--- src/hdl/masked_byte_pattern_scanner_top_defines.svh ---
// Assertion macros for the signature scanner.
// Each macro carries its own trailing semicolon; write one use per line.
`ifndef MASKED_BYTE_PATTERN_SCANNER_TOP_DEFINES_SVH
`define MASKED_BYTE_PATTERN_SCANNER_TOP_DEFINES_SVH

`ifndef SYNTHESIS
// Same-cycle implication.
`define MBPS_ASSERT_SAME(label, clk, rstn, ante, cons) \
    label: assert property (@(posedge clk) disable iff (!(rstn)) (ante) |-> (cons)) \
        else $error("mbps same-cycle check failed");
// Next-cycle implication.
`define MBPS_ASSERT_NEXT(label, clk, rstn, ante, cons) \
    label: assert property (@(posedge clk) disable iff (!(rstn)) (ante) |=> (cons)) \
        else $error("mbps next-cycle check failed");
`else
`define MBPS_ASSERT_SAME(label, clk, rstn, ante, cons)
`define MBPS_ASSERT_NEXT(label, clk, rstn, ante, cons)
`endif

`endif

--- src/hdl/mbps_pkg.sv ---
package mbps_pkg;

    // Width used for lengths and positions inside the cells (holds up to 256).
    localparam int PCNT_W = 9;

    // Control broadcast from the sequencer to every cell.
    typedef struct packed {
        logic              shift_win;  // shift a new image byte into the window
        logic              clr_win;    // clear the window at end of image
        logic              shift_sig;  // shift one aligned signature entry in
        logic              ld_en;      // direct write of a loaded signature entry
        logic [PCNT_W-1:0] ld_pos;     // loaded position
        logic [7:0]        ld_val;
        logic              ld_wild;
        logic [PCNT_W-1:0] clen;       // length in use (1..MAX_PATTERN)
    } cell_ctrl_t;

endpackage

--- src/hdl/mbps_ram.sv ---
module mbps_ram #(
    parameter int WIDTH = 9,
    parameter int DEPTH = 64
) (
    input  logic                                    clk,
    input  logic                                    we,
    input  logic [((DEPTH > 1) ? $clog2(DEPTH) : 1)-1:0] waddr,
    input  logic [WIDTH-1:0]                        wdata,
    input  logic                                    re,
    input  logic [((DEPTH > 1) ? $clog2(DEPTH) : 1)-1:0] raddr,
    output logic [WIDTH-1:0]                        rdata
);

    logic [WIDTH-1:0] mem [DEPTH];
    logic [WIDTH-1:0] rdata_reg;

    always_ff @(posedge clk) begin
        if (we) begin
            mem[waddr] <= wdata;
        end
        if (re) begin
            rdata_reg <= mem[raddr];
        end
    end

    assign rdata = rdata_reg;

endmodule

--- src/hdl/mbps_cell.sv ---
// One window position: image byte of age IDX, aligned signature entry
// sig[len-1-IDX], and the registered compare result.
module mbps_cell
    import mbps_pkg::*;
#(
    parameter int IDX = 0
) (
    input  logic       aclk,
    input  logic       aresetn,
    input  cell_ctrl_t ctrl,
    input  logic [7:0] win_in,
    input  logic [7:0] sig_in,
    input  logic       wild_in,
    output logic [7:0] win_out,
    output logic [7:0] sig_out,
    output logic       wild_out,
    output logic       hit_out
);

    localparam logic [PCNT_W-1:0] MY_IDX = PCNT_W'(IDX);

    logic [7:0] win_reg;
    logic [7:0] sig_reg;
    logic       wild_reg;
    logic       hit_reg;
    logic       active;
    logic       ld_sel;

    assign active = (MY_IDX < ctrl.clen);
    // a load of position p lands in the cell where IDX == len-1-p
    assign ld_sel = ctrl.ld_en && active && (ctrl.ld_pos == (ctrl.clen - 1'b1 - MY_IDX));

    always_ff @(posedge aclk) begin
        if (!aresetn) begin
            win_reg <= '0;
        end else if (ctrl.clr_win) begin
            win_reg <= '0;
        end else if (ctrl.shift_win) begin
            win_reg <= win_in;
        end
    end

    always_ff @(posedge aclk) begin
        if (ctrl.shift_sig) begin
            sig_reg  <= sig_in;
            wild_reg <= wild_in;
        end else if (ld_sel) begin
            sig_reg  <= ctrl.ld_val;
            wild_reg <= ctrl.ld_wild;
        end
    end

    always_ff @(posedge aclk) begin
        hit_reg <= !active || wild_reg || (win_reg == sig_reg);
    end

    assign win_out  = win_reg;
    assign sig_out  = sig_reg;
    assign wild_out = wild_reg;
    assign hit_out  = hit_reg;

endmodule

--- src/hdl/masked_byte_pattern_scanner_top.sv ---
// Result path: a load passes ST_RES before tvalid rises, a scan byte ST_CMP then ST_RES.
// Flow: one transaction in flight; ST_RES holds while the result output is stalled.
// The window compare is a row of MAX_PATTERN cells, checked in parallel, ANDed next cycle.
// A config write re-aligns the signature: input held off in the write cycle and while
// ST_BUILD reads the clamped length of entries from the store into the row.
// Reset (aresetn, sync, active low): window zeroed, counters cleared, length 1; signature kept.
`include "masked_byte_pattern_scanner_top_defines.svh"

module masked_byte_pattern_scanner_top
    import mbps_pkg::*;
#(
    parameter int MAX_PATTERN = 64
) (
    input  logic        aclk,
    input  logic        aresetn,
    // configuration: pattern_length
    input  logic        cfg_wr_en,
    input  logic [6:0]  cfg_wr_data,
    // input stream
    input  logic        s_tvalid,
    output logic        s_tready,
    input  logic [23:0] s_tdata,   // [5:0] position, [13:6] pattern_value,
                                   // [14] wildcard_req, [22:15] image_byte, [23] zero
    input  logic        s_tuser,   // kind: 0 = load, 1 = scan
    input  logic        s_tlast,   // last byte of the image
    // result stream
    output logic        m_tvalid,
    input  logic        m_tready,
    output logic [39:0] m_tdata    // [1:0] status, [33:2] match_offset, [39:34] zero
);

    localparam int AW = (MAX_PATTERN > 1) ? $clog2(MAX_PATTERN) : 1;
    localparam int LW = $clog2(MAX_PATTERN + 1);
    localparam logic [PCNT_W-1:0] MAX_P = PCNT_W'(MAX_PATTERN);

    localparam logic KIND_LOAD = 1'b0;
    localparam logic KIND_SCAN = 1'b1;

    typedef enum logic [1:0] {
        STAT_NONE    = 2'd0,
        STAT_FOUND   = 2'd1,
        STAT_EARLIER = 2'd2,
        STAT_MISS    = 2'd3
    } status_t;

    // one-hot sequencer
    typedef enum logic [3:0] {
        ST_IDLE  = 4'b0001,
        ST_CMP   = 4'b0010,
        ST_RES   = 4'b0100,
        ST_BUILD = 4'b1000
    } state_t;

    state_t      st_reg, st_next;
    logic        kind_reg;
    logic        last_reg;
    logic [31:0] seen_reg;
    logic        found_reg;
    logic [31:0] foff_reg;
    logic [6:0]  len_reg;
    logic [LW-1:0] rd_cnt_reg;
    logic        rd_pend_reg;
    logic        m_tvalid_reg;
    status_t     m_status_reg;
    logic [31:0] m_off_reg;

    // input field unpacking
    logic [5:0]  in_pos;
    logic [7:0]  in_pval;
    logic        in_wild;
    logic [7:0]  in_byte;
    logic [PCNT_W-1:0] pos9;

    assign in_pos  = s_tdata[5:0];
    assign in_pval = s_tdata[13:6];
    assign in_wild = s_tdata[14];
    assign in_byte = s_tdata[22:15];
    assign pos9    = PCNT_W'(in_pos);

    // length in use, clamped to 1..MAX_PATTERN
    logic [PCNT_W-1:0] clen;
    always_comb begin
        if (len_reg == 7'd0) begin
            clen = PCNT_W'(1);
        end else if (PCNT_W'(len_reg) > MAX_P) begin
            clen = MAX_P;
        end else begin
            clen = PCNT_W'(len_reg);
        end
    end

    logic in_acc, out_free, res_fire, ld_acc, scan_acc, rd_issue;
    // no transaction is taken in the cycle of a length write
    assign s_tready = (st_reg == ST_IDLE) && !cfg_wr_en;
    assign in_acc   = s_tvalid && s_tready;
    assign ld_acc   = in_acc && (s_tuser == KIND_LOAD);
    assign scan_acc = in_acc && (s_tuser == KIND_SCAN);
    assign out_free = !m_tvalid_reg || m_tready;
    assign res_fire = (st_reg == ST_RES) && out_free;
    assign rd_issue = (st_reg == ST_BUILD) && (PCNT_W'(rd_cnt_reg) < clen);

    // signature store, indexed by position
    logic [8:0] ram_rdata;
    mbps_ram #(
        .WIDTH (9),
        .DEPTH (MAX_PATTERN)
    ) u_sig_ram (
        .clk   (aclk),
        .we    (ld_acc && (pos9 < MAX_P)),
        .waddr (pos9[AW-1:0]),
        .wdata ({in_wild, in_pval}),
        .re    (rd_issue),
        .raddr (rd_cnt_reg[AW-1:0]),
        .rdata (ram_rdata)
    );

    // cell row: window shifts upward from cell 0, aligned signature too
    cell_ctrl_t ctrl;
    assign ctrl.shift_win = scan_acc;
    assign ctrl.clr_win   = res_fire && (kind_reg == KIND_SCAN) && last_reg;
    assign ctrl.shift_sig = rd_pend_reg;
    assign ctrl.ld_en     = ld_acc;
    assign ctrl.ld_pos    = pos9;
    assign ctrl.ld_val    = in_pval;
    assign ctrl.ld_wild   = in_wild;
    assign ctrl.clen      = clen;

    logic [7:0]             win_w  [MAX_PATTERN];
    logic [7:0]             sig_w  [MAX_PATTERN];
    logic [MAX_PATTERN-1:0] wild_w;
    logic [MAX_PATTERN-1:0] hit_w;

    for (genvar k = 0; k < MAX_PATTERN; k++) begin : g_cell
        logic [7:0] win_i;
        logic [7:0] sig_i;
        logic       wild_i;
        if (k == 0) begin : g_head
            assign win_i  = in_byte;
            assign sig_i  = ram_rdata[7:0];
            assign wild_i = ram_rdata[8];
        end else begin : g_body
            assign win_i  = win_w[k-1];
            assign sig_i  = sig_w[k-1];
            assign wild_i = wild_w[k-1];
        end
        mbps_cell #(
            .IDX (k)
        ) u_cell (
            .aclk     (aclk),
            .aresetn  (aresetn),
            .ctrl     (ctrl),
            .win_in   (win_i),
            .sig_in   (sig_i),
            .wild_in  (wild_i),
            .win_out  (win_w[k]),
            .sig_out  (sig_w[k]),
            .wild_out (wild_w[k]),
            .hit_out  (hit_w[k])
        );
    end

    // result stage: all cells hit and enough bytes seen
    logic        win_match;
    logic        new_found;
    status_t     res_status;
    logic [31:0] res_off;
    assign win_match = (&hit_w) && (seen_reg >= 32'(clen));

    always_comb begin
        res_status = STAT_NONE;
        res_off    = '0;
        new_found  = 1'b0;
        if (kind_reg == KIND_SCAN) begin
            if (found_reg) begin
                res_status = STAT_EARLIER;
                res_off    = foff_reg;
            end else if (win_match) begin
                new_found  = 1'b1;
                res_status = STAT_FOUND;
                res_off    = seen_reg - 32'(clen);
            end
            if (last_reg && !found_reg && !new_found) begin
                res_status = STAT_MISS;
                res_off    = '0;
            end
        end
    end

    always_comb begin
        st_next = st_reg;
        unique case (st_reg)
            ST_IDLE: begin
                if (in_acc) begin
                    st_next = (s_tuser == KIND_SCAN) ? ST_CMP : ST_RES;
                end
            end
            ST_CMP:   st_next = ST_RES;
            ST_RES: begin
                if (out_free) begin
                    st_next = ST_IDLE;
                end
            end
            ST_BUILD: begin
                if (!rd_issue && !rd_pend_reg) begin
                    st_next = ST_IDLE;
                end
            end
            default:  st_next = ST_IDLE;
        endcase
        // a length change re-aligns the signature row
        if (cfg_wr_en) begin
            st_next = ST_BUILD;
        end
    end

    always_ff @(posedge aclk) begin
        if (!aresetn) begin
            st_reg       <= ST_IDLE;
            seen_reg     <= '0;
            found_reg    <= 1'b0;
            foff_reg     <= '0;
            len_reg      <= 7'd1;
            rd_cnt_reg   <= '0;
            rd_pend_reg  <= 1'b0;
            m_tvalid_reg <= 1'b0;
        end else begin
            st_reg <= st_next;
            if (cfg_wr_en) begin
                len_reg     <= cfg_wr_data;
                rd_cnt_reg  <= '0;
                rd_pend_reg <= 1'b0;
            end else begin
                rd_pend_reg <= rd_issue;
                if (rd_issue) begin
                    rd_cnt_reg <= rd_cnt_reg + 1'b1;
                end
            end
            if (scan_acc && (seen_reg != 32'hFFFF_FFFF)) begin
                seen_reg <= seen_reg + 32'd1;
            end
            if (res_fire) begin
                m_tvalid_reg <= 1'b1;
                if (new_found) begin
                    found_reg <= 1'b1;
                    foff_reg  <= res_off;
                end
                if (ctrl.clr_win) begin
                    seen_reg  <= '0;
                    found_reg <= 1'b0;
                    foff_reg  <= '0;
                end
            end else if (m_tready) begin
                m_tvalid_reg <= 1'b0;
            end
        end
    end

    always_ff @(posedge aclk) begin
        if (in_acc) begin
            kind_reg <= s_tuser;
            last_reg <= s_tlast;
        end
        if (res_fire) begin
            m_status_reg <= res_status;
            m_off_reg    <= res_off;
        end
    end

    assign m_tvalid = m_tvalid_reg;
    assign m_tdata  = {6'd0, m_off_reg, m_status_reg};

    // rebuild never reads past the length in use
    `MBPS_ASSERT_SAME(a_build_bound, aclk, aresetn, (st_reg == ST_BUILD), (PCNT_W'(rd_cnt_reg) <= clen))
    // the last byte of an image leaves the scan state cleared
    `MBPS_ASSERT_NEXT(a_last_clears, aclk, aresetn, ctrl.clr_win, ((seen_reg == 32'd0) && !found_reg))
    // a load transaction always reports no match
    `MBPS_ASSERT_NEXT(a_load_status, aclk, aresetn, (res_fire && (kind_reg == KIND_LOAD)), (m_tvalid && (m_tdata[1:0] == STAT_NONE)))

endmodule
--- config.mk ---
export PLATFORM = sky130hd
export DESIGN_NAME = masked_byte_pattern_scanner_top
export DESIGN_NICKNAME = d
export VERILOG_FILES = /design/src/hdl/mbps_pkg.sv /design/src/hdl/mbps_ram.sv /design/src/hdl/mbps_cell.sv /design/src/hdl/masked_byte_pattern_scanner_top.sv
export VERILOG_INCLUDE_DIRS = /design/src /design/src/hdl
export SDC_FILE = /design/constraint.sdc
export NUM_CORES = 2
export LEC_CHECK = 0
export BUFFER_PORTS_ARGS = -buffer_cell sky130_fd_sc_hd__buf_2
export CAP_MARGIN = 40
export CORE_MARGIN = 8
export CORE_UTILIZATION = 42
export CTS_CLUSTER_DIAMETER = 50
export DETAILED_ROUTE_END_ITERATION = 7
export PLACE_DENSITY = 0.69
export SLEW_MARGIN = 20
export SYNTH_ARGS = -nofsm -noshare
export SYNTH_HDL_FRONTEND = slang
export SYNTH_SLANG_ARGS = --single-unit
--- constraint.sdc ---
create_clock -name aclk -period 5.65 [get_ports aclk]
set_input_delay 0.565 -clock aclk [delete_from_list [all_inputs] [get_ports aclk]]
set_output_delay 0.565 -clock aclk [all_outputs]
set_load 0.05 [all_outputs]
### Word level (Yosys, flattened, before mapping)

Memories as Yosys holds them, arrays and structs flattened. A register that Yosys moved wholly into a read port is not among the register bits.
Cells that the tools add are included.

* add/subtract/negate cells: 67
* equal/unequal tests: 139
* order comparisons: 68
* reduce and logical (&&, ||, !) cells: 414
* multiplexer cells: 286
* bitwise gates (word level): 2

Operators by type and width (count)
* 8-bit two-way mux: 128
* 6-bit by 9-bit equality test with 1-bit output: 64
* 8-bit equality test: 64
* 6-bit by 9-bit less-than comparator with 1-bit output, first input constant: 32
* 32-bit two-way mux: 9
* 9-bit by 6-bit subtractor with 9-bit output, second input constant: 32
* 5-bit by 9-bit less-than comparator with 1-bit output, first input constant: 16
* 9-bit by 5-bit subtractor with 9-bit output, second input constant: 16
* 1-bit logical AND: 142
* 1-bit two-way mux: 139
* 2-bit nonzero test: 66
* 1-bit logical OR: 129
* 4-bit by 9-bit less-than comparator with 1-bit output, first input constant: 8
* 9-bit by 4-bit subtractor with 9-bit output, second input constant: 8
* 1-bit zero test: 70
* 64-bit AND reduction: 1
* 3-bit by 9-bit less-than comparator with 1-bit output, first input constant: 4
* 9-bit by 3-bit subtractor with 9-bit output, second input constant: 4
* 32-bit by 1-bit adder with 32-bit output, second input constant: 1
* 32-bit by 9-bit greater-or-equal comparator with 1-bit output: 1
* 32-bit inequality test, second input constant: 1
* 32-bit by 9-bit subtractor with 32-bit output: 1
* 1-bit by 9-bit less-than comparator with 1-bit output, first input constant: 2
* 2-bit by 9-bit less-than comparator with 1-bit output, first input constant: 2
* 25 further kinds: 36

* bits in writable memories: 576
* memories: 1
* bits in registers: 1273
* output and inout port bits: 42
* word-level logic and storage cells: 1246
* input bits: 38

Memory list
* u_sig_ram.mem: words 64, width 9, rd ports 1, clocked after memory_dff 1, write ports 1, line mbps_ram.sv:14 `logic [WIDTH-1:0] mem [DEPTH];`

### Depth between registers and ports, before layout

* depth after elaboration: 14
* depth in mapped cells: 23
* depth with buffers taken out: 16

### Least setup slack after synthesis

OpenSTA, ideal clock, no wires.

* path type: reg2reg
* start point: reg m_tvalid_reg (netlist: m_tvalid)
* end point: reg seen_reg[29]
* period minus slack after synthesis: 5.759 ns
* path buffers: 3
* setup slack: -0.109 ns
* arrival time: 5.637 ns
* setup time: 0.122 ns
* cell stages (with the launch flop): 9
* required time: 5.528 ns
* cells stage by stage: dfxtp_1 -> nor2b_1 -> nor4bb_1 -> nand2_1 -> o21ai_1 -> clkbuf_1 -> clkbuf_1 -> buf_2 -> a21oi_1

* word-level cells in the longest chain between the ends: 7

Ends and longest elaborated chain
* start: declaration: line masked_byte_pattern_scanner_top.sv:63 `logic m_tvalid_reg;`
* start signal: assignment: line masked_byte_pattern_scanner_top.sv:225 `m_tvalid_reg <= 1'b0;`
* start signal: assignment: line masked_byte_pattern_scanner_top.sv:242 `m_tvalid_reg <= 1'b1;`
* start signal: assignment: line masked_byte_pattern_scanner_top.sv:253 `m_tvalid_reg <= 1'b0;`
* 1-bit zero test (*): line masked_byte_pattern_scanner_top.sv:98 `assign out_free = !m_tvalid_reg || m_tready;`
* 1-bit logical OR (*): line masked_byte_pattern_scanner_top.sv:98
* 1-bit logical AND (*): line masked_byte_pattern_scanner_top.sv:99 `assign res_fire = (st_reg == ST_RES) && out_free;`
* via res_fire: line masked_byte_pattern_scanner_top.sv:92 `logic in_acc, out_free, res_fire, ld_acc, scan_acc, rd_issue;`
* 1-bit logical AND (2 in a row): line masked_byte_pattern_scanner_top.sv:120 `assign ctrl.clr_win = res_fire && (kind_reg == KIND_SCAN) && last_reg;`
* 32-bit two-way mux: line masked_byte_pattern_scanner_top.sv:247 `if (ctrl.clr_win) begin`
* 32-bit two-way mux (*): line masked_byte_pattern_scanner_top.sv:241 `if (res_fire) begin`
* end signal: assignment: line masked_byte_pattern_scanner_top.sv:239 `seen_reg <= seen_reg + 32'd1;`
* end: declaration: line masked_byte_pattern_scanner_top.sv:57 `logic [31:0] seen_reg;`

The timed path passes the listed nets; every way through them passes the cells marked *.
A chain may end at the register's enable or synchronous reset.

### Worst setup path after layout

* start point: reg len_reg[6]
* end point: reg g_cell[9].u_cell.sig_reg[7], enable pin

* word-level cells in the longest chain between the ends: 8
* elaborated cells between the ends (all ways): 11
* classes of those cells: add/sub (2); order compare (2); eq/ne (1); mux (2); reduce/logical (4)

Ends and longest elaborated chain
* start: declaration: line masked_byte_pattern_scanner_top.sv:60 `logic [6:0] len_reg;`
* start signal: assignment: line masked_byte_pattern_scanner_top.sv:229 `len_reg <= cfg_wr_data;`
* 7-bit > comparator: line masked_byte_pattern_scanner_top.sv:85 `end else if (PCNT_W'(len_reg) > MAX_P) begin`
* 7-bit two-way mux: line masked_byte_pattern_scanner_top.sv:85
* 9-bit two-way mux (*): line masked_byte_pattern_scanner_top.sv:83 `if (len_reg == 7'd0) begin`
* 9-bit by 1-bit subtractor with 9-bit output: line mbps_cell.sv:31 `assign ld_sel = ctrl.ld_en && active && (ctrl.ld_pos == (ctrl.clen - 1'b1 - MY_IDX));`
* 9-bit by 4-bit subtractor with 9-bit output: line mbps_cell.sv:31
* 6-bit by 9-bit equality test with 1-bit output: line mbps_cell.sv:31
* 1-bit logical AND (*): line mbps_cell.sv:31
* 2-bit nonzero test (no source line) (*)
* end signal: assignment: line mbps_cell.sv:45 `sig_reg <= sig_in;`
* end signal: assignment: line mbps_cell.sv:48 `sig_reg <= ctrl.ld_val;`
* end: declaration: line mbps_cell.sv:23 `logic [7:0] sig_reg;`

Mark *: on every way between the ends. The rest lies on a longest branch, timed or not.

==> impl_metrics.env <==
export IMPL_period_share=0.916
export IMPL_grt_pass1_vias=56400
export IMPL_num_vias=57000
export IMPL_fmax_ghz=0.193
export IMPL_reg2regPathDepth=13
export IMPL_drt_iter0_drc=5805
export IMPL_routed_wl_um=234000
export IMPL_power_per_cell_area_mw_per_mm2=326
export IMPL_cts_buffers=190
export IMPL_clk_latency_ps=910
export IMPL_cts_htree_levels=4
export IMPL_power_mw=30.0
export IMPL_max_slew_margin=0.282
export IMPL_start_kind="register"
export IMPL_nets=7534
export IMPL_final_util=0.477
export IMPL_p_int_mw=22.5
export IMPL_drc=0
export IMPL_pin_count=80
export IMPL_leakage_nw=31.2
export IMPL_clk_path_buf_depth=3
export IMPL_hp_class="input pin to register"
export IMPL_drv_slew=0
export IMPL_setup_viol=0
export IMPL_switchingPower_mw=7.46
export IMPL_fin_setup_tns_ps=0
export IMPL_core_mm2=0.193
export IMPL_synth_warnings=0
export IMPL_ctsResizeCount=0
export IMPL_netlist_area_mm2=0.0815
export IMPL_dpl_hpwl_um=157000
export IMPL_yosysSeqAreaShare=0.603
export IMPL_nFillCells=17000
export IMPL_postCtsHoldBufs=10
export IMPL_ant_nets=0
export IMPL_antenna_found_initial=10
export IMPL_cts_clk_slew_worst_paths_ps=60
export IMPL_die_height_um=457
export IMPL_holdWs_ps=57.5
export IMPL_tritoncts="yes"
export IMPL_syn_to_final_growth_pct=12.8
export IMPL_synthCells=7422
export IMPL_cts_setup_buffers=0
export IMPL_start_util=0.423
export IMPL_final_seq_area_mm2=0.0492
export IMPL_ys_flop_type="edfxtp_1"
export IMPL_switching_share=0.249
export IMPL_finalHoldViolations=0
export IMPL_worst_pin_slew_ps=1080
export IMPL_crit_path_end_kind="register"
export IMPL_pwr_share_seq=0.486
export IMPL_rsz0062_at_grt="false"
export IMPL_async_flop_share=0
export IMPL_worstPathMaxFanout=21
export IMPL_drv_cap=0
export IMPL_grt_ovfl_total=0
export IMPL_clkPwrFrac=0.427
export IMPL_layout_commonest_cell="nand2_1"
export IMPL_synth_distinct_cells=96
export IMPL_cts_sinks=1858
export IMPL_period_minus_slack_ps=5180
export IMPL_status="completed"
export IMPL_grt_util_all_layers=0.215
export IMPL_layout_drive_gt1_share=0.113
export IMPL_most_common_layout_cells="nand2_1 (2,349), edfxtp_1 (1,197), dfxtp_1 (655), a21oi_1 (627), xnor2_1 (401)"
export IMPL_fin_ws_ps=474
export IMPL_synth_seq_cells=1858
export IMPL_top_register="u_sig_ram.mem"
export IMPL_ir_drop_uv=289
export IMPL_dieArea_mm2=0.208
export IMPL_root_buffer="clkbuf_16"
export IMPL_crit_required_ps=6140
export IMPL_synth_edf_count=1197
export IMPL_port_buffers=72
export IMPL_syn_area_per_cell_um2=11.0
export IMPL_grt_max_degree=193
export IMPL_pwr_share_comb=0.088
export IMPL_multi_input_area_mm2=0.0304
export IMPL_first_pass_iters=6
export IMPL_rows=161
export IMPL_die_width_um=457
export IMPL_worst_setup_path_type="register to register"
export IMPL_grt_pass1_wl_um=351000
export IMPL_wire_per_inst_um=23.0
export IMPL_cp_arrival_ps=5670
export IMPL_gp_congestion=0.963
export IMPL_hold_path_depth=1
export IMPL_largest_reg_flops=576
export IMPL_finalClockSkew_ps=95.6
export IMPL_routed_via_density=5.63
export IMPL_pre_cts_ws_ps=691
power groups by stage:
stage / Sequential (mW) / Combinational, mW / Clock (mW)
6_report: 14.6 / 2.63 / 12.8
5_1_grt: 14.5 / 2.75 / 13.5
2_1_floorplan: 14.8 / 1.51 / 0
4_1_cts: 14.6 / 2.56 / 13.0
3_3_place_gp: 14.8 / 2.53 / 0
3_5_place_dp: 14.8 / 2.54 / 0
worst paths after layout:
check,start,endpoint,slack [ps]
worst min register to register,g_cell[19].u_cell.wild_out,g_cell[19].u_cell.hit_out,400
worst max register to register,len_reg[6],g_cell[9].u_cell.sig_out[7],470
worst min-delay path,s_tdata[12],u_sig_ram.mem[12][6],60
worst max-delay path,len_reg[6],g_cell[9].u_cell.sig_out[7],470
critical path, stage by stage (launching register included):
cell and delay (ps):
dfxtp_2 430, or3_4 480, o21ai_4 460, inv_2 80
ha_1 270, nand2_1 400, xnor2_2 110, inv_1 370
ha_1 490, nor2b_1 120, xnor2_1 220, a2bb2oi_1 200
nor3_1 440, a41o_1 660
per-layer routing:
metal	vias to the layer above	GRT usage	routed length, um
met4	4	0.0858	9600
met2	2292	0.358	113000
li1	25800	-	-
met1	28400	0.281	94700
met5	-	0	33
met3	518	0.0364	16600
final cells by class:
type	instances	area share
multi-input cells	5046	0.331
diodes	3	0.0000817
flip-flops and latches	1858	0.535
repair buffers	297	0.0272
clock inverters	104	0.0140
well taps	2526	0.0344
inverters	44	0.00182
clock buffers	255	0.0565
per-stage QoR:
stage               instance area, um2  std cells
floorplan                        81500       7427
global placement                 84600       9692
detailed placement               85000       9716
CTS                              91500      10100
global route                     91900      10100
finish                           91900      10100
cells by family (layout without fill, tap and decap cells):
logic type / count (synthesis) / after routing / share of synthesized area
other: 1 / 9 / 0.0000460
AOI/OAI and AO/OA: 1031 / 1031 / 0.0751
xor gates and xnor gates: 708 / 708 / 0.0773
adders and majority gates: 59 / 59 / 0.00915
buffers and inverters: 523 / 700 / 0.0261
and+or+nand+nor: 3035 / 3035 / 0.154
DFF: 1858 / 1858 / 0.603
muxes: 207 / 207 / 0.0545
Yosys cell counts, drive strengths merged, types with 8 or more instances:
| cell | n | share of area |
|---|---|---|
| and3 | 17 | 0.0013 |
| a41o | 36 | 0.0044 |
| nor2b | 50 | 0.0038 |
| or4 | 11 | 0.0011 |
| a21o | 21 | 0.0019 |
| mux2i | 16 | 0.0020 |
| a21boi | 20 | 0.0018 |
| and2 | 12 | 0.00092 |
| nand3b | 10 | 0.00092 |
| clkbuf | 385 | 0.018 |
| nor3 | 54 | 0.0037 |
| a31o | 26 | 0.0028 |
| nand3 | 59 | 0.0036 |
| a22oi | 21 | 0.0019 |
| inv | 43 | 0.0020 |
| dfxtp | 661 | 0.16 |
| edfxtp | 1197 | 0.44 |
| nor4 | 87 | 0.0069 |
| xor2 | 299 | 0.032 |
| mux4 | 189 | 0.052 |
| nand4 | 99 | 0.0076 |
| a211oi | 15 | 0.0014 |
| o22ai | 19 | 0.0015 |
| nand2 | 2358 | 0.11 |
| a21oi | 629 | 0.039 |
| buf | 94 | 0.0063 |
| or3 | 12 | 0.0011 |
| xnor2 | 406 | 0.044 |
| o21ai | 113 | 0.0071 |
| a22o | 15 | 0.0016 |
| nand2b | 17 | 0.0013 |
| and4 | 8 | 0.00086 |
| a31oi | 26 | 0.0020 |
| o211ai | 10 | 0.0011 |
| ha | 58 | 0.0089 |
| o31ai | 11 | 0.0012 |
| a211o | 20 | 0.0021 |
| nor2 | 216 | 0.010 |
Power figures use the tool's default switching activity.
